File: src/pfba_pkg.sv
// Shared constants and controller/datapath interface types of the page frame allocator.
package pfba_pkg;

   localparam int PAGE_COUNT   = 65536;
   localparam int MAP_BYTES    = (PAGE_COUNT + 7) / 8;
   localparam int BYTE_AW      = $clog2(MAP_BYTES);
   localparam int ADDR_W       = 32;
   localparam int PAGE_IN_W    = 16;
   localparam int START_BYTE_W = PAGE_IN_W - 3;
   localparam int CUR_W        = (BYTE_AW > START_BYTE_W) ? BYTE_AW : START_BYTE_W;
   localparam int PAGE_SHIFT   = 12;
   localparam int SUM_W        = ADDR_W + 2;
   localparam int SPAN_W       = SUM_W - PAGE_SHIFT;

   localparam logic [SUM_W-1:0] PAGE_MASK = SUM_W'(4095);
   localparam logic [7:0]       BYTE_FULL = 8'hFF;

   localparam logic [1:0] OP_RESERVE = 2'd0;
   localparam logic [1:0] OP_FREE    = 2'd1;
   localparam logic [1:0] OP_QUERY   = 2'd2;
   localparam logic [1:0] OP_ALLOC   = 2'd3;

   localparam int         CSR_AW           = 3;
   localparam logic [0:0] REG_SEARCH_START = 1'b0;

   typedef struct packed {
      logic load;
      logic clr_wr;
      logic rmw_wr;
      logic step;
      logic take_query;
      logic take_frame;
      logic emit;
   } cmd_type;

   typedef struct packed {
      logic [1:0] op;
      logic       skip;
      logic       clear_last;
      logic       range_last;
      logic       byte_full;
      logic       alloc_last;
      logic       out_busy;
   } stat_type;

endpackage

File: src/pfba_ctrl.sv
// Controller state machine: sequences clearing, range walks, queries and the allocation scan.
module pfba_ctrl (
   input  logic               clock,
   input  logic               reset,
   input  logic               req_valid,
   output logic               req_stall,
   input  pfba_pkg::stat_type stat,
   output pfba_pkg::cmd_type  cmd
);
   import pfba_pkg::*;

   localparam logic [2:0] S_CLEAR = 3'd0;
   localparam logic [2:0] S_IDLE  = 3'd1;
   localparam logic [2:0] S_READ  = 3'd2;
   localparam logic [2:0] S_EVAL  = 3'd3;
   localparam logic [2:0] S_DONE  = 3'd4;

   logic [2:0] state_ff, state_in;

   always_comb begin
      state_in = state_ff;
      cmd      = '0;
      unique case (state_ff)
         S_CLEAR: begin
            cmd.clr_wr = 1'b1;
            cmd.step   = 1'b1;
            if (stat.clear_last) begin
               state_in = S_IDLE;
            end
         end
         S_IDLE: begin
            if (req_valid) begin
               cmd.load = 1'b1;
               state_in = S_READ;
            end
         end
         S_READ: begin
            state_in = stat.skip ? S_DONE : S_EVAL;
         end
         S_EVAL: begin
            unique case (stat.op)
               OP_RESERVE, OP_FREE: begin
                  cmd.rmw_wr = 1'b1;
                  if (stat.range_last) begin
                     state_in = S_DONE;
                  end else begin
                     cmd.step = 1'b1;
                     state_in = S_READ;
                  end
               end
               OP_QUERY: begin
                  cmd.take_query = 1'b1;
                  state_in       = S_DONE;
               end
               OP_ALLOC: begin
                  if (!stat.byte_full) begin
                     cmd.rmw_wr     = 1'b1;
                     cmd.take_frame = 1'b1;
                     state_in       = S_DONE;
                  end else if (stat.alloc_last) begin
                     state_in = S_DONE;
                  end else begin
                     cmd.step = 1'b1;
                     state_in = S_READ;
                  end
               end
               default: state_in = S_DONE;
            endcase
         end
         S_DONE: begin
            if (!stat.out_busy) begin
               cmd.emit = 1'b1;
               state_in = S_IDLE;
            end
         end
         default: state_in = S_IDLE;
      endcase
   end

   always_ff @(posedge clock) begin
      if (reset) begin
         state_ff <= S_CLEAR;
      end else begin
         state_ff <= state_in;
      end
   end

   assign req_stall = (state_ff != S_IDLE);

endmodule

File: config.mk
export PLATFORM = sky130hd
export DESIGN_NAME = pfba_ctrl
export DESIGN_NICKNAME = d
export VERILOG_FILES = /design/src/pfba_pkg.sv /design/src/pfba_ctrl.sv
export SDC_FILE = /design/constraint.sdc
export NUM_CORES = 1
export LEC_CHECK = 0
export BUFFER_PORTS_ARGS = -buffer_cell sky130_fd_sc_hd__buf_2
export CAP_MARGIN = 10
export CORE_AREA = 2 2 39 41
export DETAILED_ROUTE_END_ITERATION = 6
export DIE_AREA = 0 0 41 43
export SETUP_SLACK_MARGIN = 0.4
export SKIP_CTS_REPAIR_TIMING = 1
export SLEW_MARGIN = 20
export SYNTH_ARGS = -nofsm -noshare
export SYNTH_HDL_FRONTEND = slang
export SYNTH_SLANG_ARGS = --single-unit
File: constraint.sdc
create_clock -name clock -period 2.94 [get_ports clock]
set_input_delay 0.588 -clock clock [delete_from_list [all_inputs] [get_ports clock]]
set_output_delay 0.588 -clock clock [all_outputs]
set_load 0.02 [all_outputs]
==> impl_metrics.toml <==
[status]
outcome = "finished, final reports clean"

[cts]
tritoncts = "done"
cts_made_buffers = 3
h-tree-depth = 1
root_buffer = "clkbuf_4"
cts_max_path_buffers = 2
cts_sinks = 3
insertion_delay_ps = 230
path_clk_slew_ps = 40

[critical_path]
crit_type = "input pin to primary output"
r2r_slack_ps = 1890
crit_required_ps = 2350
critPathLaunchType = "input pin"
worst_setup_path_startpoint = "stat[1]"
cp_slowest_stage_delay_ps = 320
critPathMostFrequentCell = "buf_2"
critical_path.slowest_cell = "and4b_4"
arrival_ps = 1430
r2r_end = "state_ff[2]"
r2r-start = "state_ff[2]"
cp_max_fo = 2
reg2regPathDepth = 3
crit_chain = "buf_2 -> and4b_4 -> o211ai_1 -> a21oi_1 -> buf_2"
end_kind = "primary output"

[route]
via_per_inst = 4.41
drt-initial-drc-count = 6
vias = 331
wl_per_cell_um = 9.44
drc_errors = 0
antenna_left = 0
drt-pass1-iter-count = 4
routed_wl_um = 708

[yosys]
syn_inst = 40
syn-cell-area_um2 = 315
synth.yosys.seq_area_share = 0.190
synth_flop_cell = "dfxtp_1"
yosysUniqueCellTypes = 21
synth_edf_count = 0
async_reset_ff_frac = 0
ys_warn_count = 0
mappedNetlistNets = 51
syn_avg_cell_area_um2 = 7.88
ys_seq_elements = 3

[timing]
maxSlewViolCount = 0
hold_viol = 0
worst_pin_slew_ps = 376
rsz0062_at_grt = "no"
hold_ws_ps = 579
setup_viol = 0
fmax_mhz = 496
slew_headroom = 0.749
skew_ps = 1.39
fin_tns_setup_ps = 0
fin_crit_sh = 0.685
finalCriticalPeriod_ps = 2010

[die]
ios = 19
initial_core_util = 0.228
core_mm2 = 0.00138
rows = 14
fp.dieArea_mm2 = 0.00176
die_h_um = 43
die_width_um = 41

[placement]
place_hpwl_um = 560
port_buffers = 18
place.gp.congestion = 0.667

[min_path]
min_from = "reset"
hp-class = "input pin to flop"
hold_path_end = "state_ff[0]"
worstHoldPathCells = 2

[pwr]
ir_drop_mv = 0.0890
p_per_area_mw_per_mm2 = 438
p_leak_nw = 0.186
total_power_w = 0.000182

[cells_and_area]
drive_above_1_share = 0.475
syn2layout_area_growth_pct = 31.7
mostFrequentLayoutCells = "buf_2 (18), nor2_1 (8), nand2_1 (4)"
fillers = 167
reg_top3 = "state_ff (3)"
antenna_cells = 0
regMostFlops = "state_ff"
multi_input_area_um2 = 219
layout_commonest_cell = "buf_2"
final_nets = 71
seq_area_um2 = 60.1
largest_reg_flops = 3

[global_route]
first_global_vias = 275
grt_util_all_layers = 0.0891
grt_pass1_wl_um = 1110
grt.overflow.total = 0
grt_max_degree = 12
antenna_found_initial = 0

[run]
cap_violations = 0
-- cell families after synthesis --
logic type | Yosys count | synth area share
and+or+nand+nor | 24 | 0.484
AOI/OAI and AO/OA | 10 | 0.210
DFF | 3 | 0.190
buffers and inverters | 3 | 0.115
-- metal layers --
layer,part of all wire,track usage,vias up
met2,0.46,0.128,12
met5,0,0,-
met3,0.056,0,0
met4,0,0.0600,0
met1,0.48,0.124,141
li1,-,-,178
-- synth_stat cells, drive strengths merged, types with 2 or more instances --
cell type | n | area (um^2)
nor2 | 8 | 30.0
o21ai | 2 | 10.0
nand3 | 2 | 10.0
or2 | 2 | 15.0
a21oi | 4 | 23.8
nand2 | 4 | 15.0
dfxtp | 3 | 60.1
nor3b | 3 | 32.5
o211ai | 2 | 15.0
buf | 2 | 22.5
-- where the power goes --
part,total (W),switching [W],internal [W]
registers,0.0000528,0.00000854,0.0000442
clock network,0.0000725,0.0000216,0.0000509
logic,0.0000565,0.0000308,0.0000258
total,0.000182,0.0000609,0.000121
-- how the worst max path moves through the flow --
stage,end,slack [ps]
floorplan,cmd[3],990
detailed placement,cmd[3],920
CTS,cmd[3],920
global route,cmd[3],880
global placement,cmd[3],920
finish,cmd[3],930
-- through the flow --
| stage | utilization | instance area [um^2] | cells | setup slack [ps] |
|---|---|---|---|---|
| final | 0.300 | 415 | 75 | 925 |
| after floorplan | - | 315 | 40 | 988 |
| after CTS | 0.300 | 415 | 75 | 917 |
| after global routing | 0.300 | 415 | 75 | 880 |
| after global placement | 0.281 | 389 | 71 | 921 |
| after detailed placement | 0.281 | 389 | 71 | 918 |
-- cell type report --
cell class	count	share of cell area
flip-flops and latches	3	0.145
repair buffers	18	0.217
clock buffers	4	0.0633
well taps	16	0.0482
multi-input cells	34	0.527
-- worst max-delay path, delay by kind of cell --
family          cells  cell delay, ps
compound gates      2             250
buf+inv             2             270
simple gates        1             320
No activity file was read; power rests on OpenSTA's default activity.
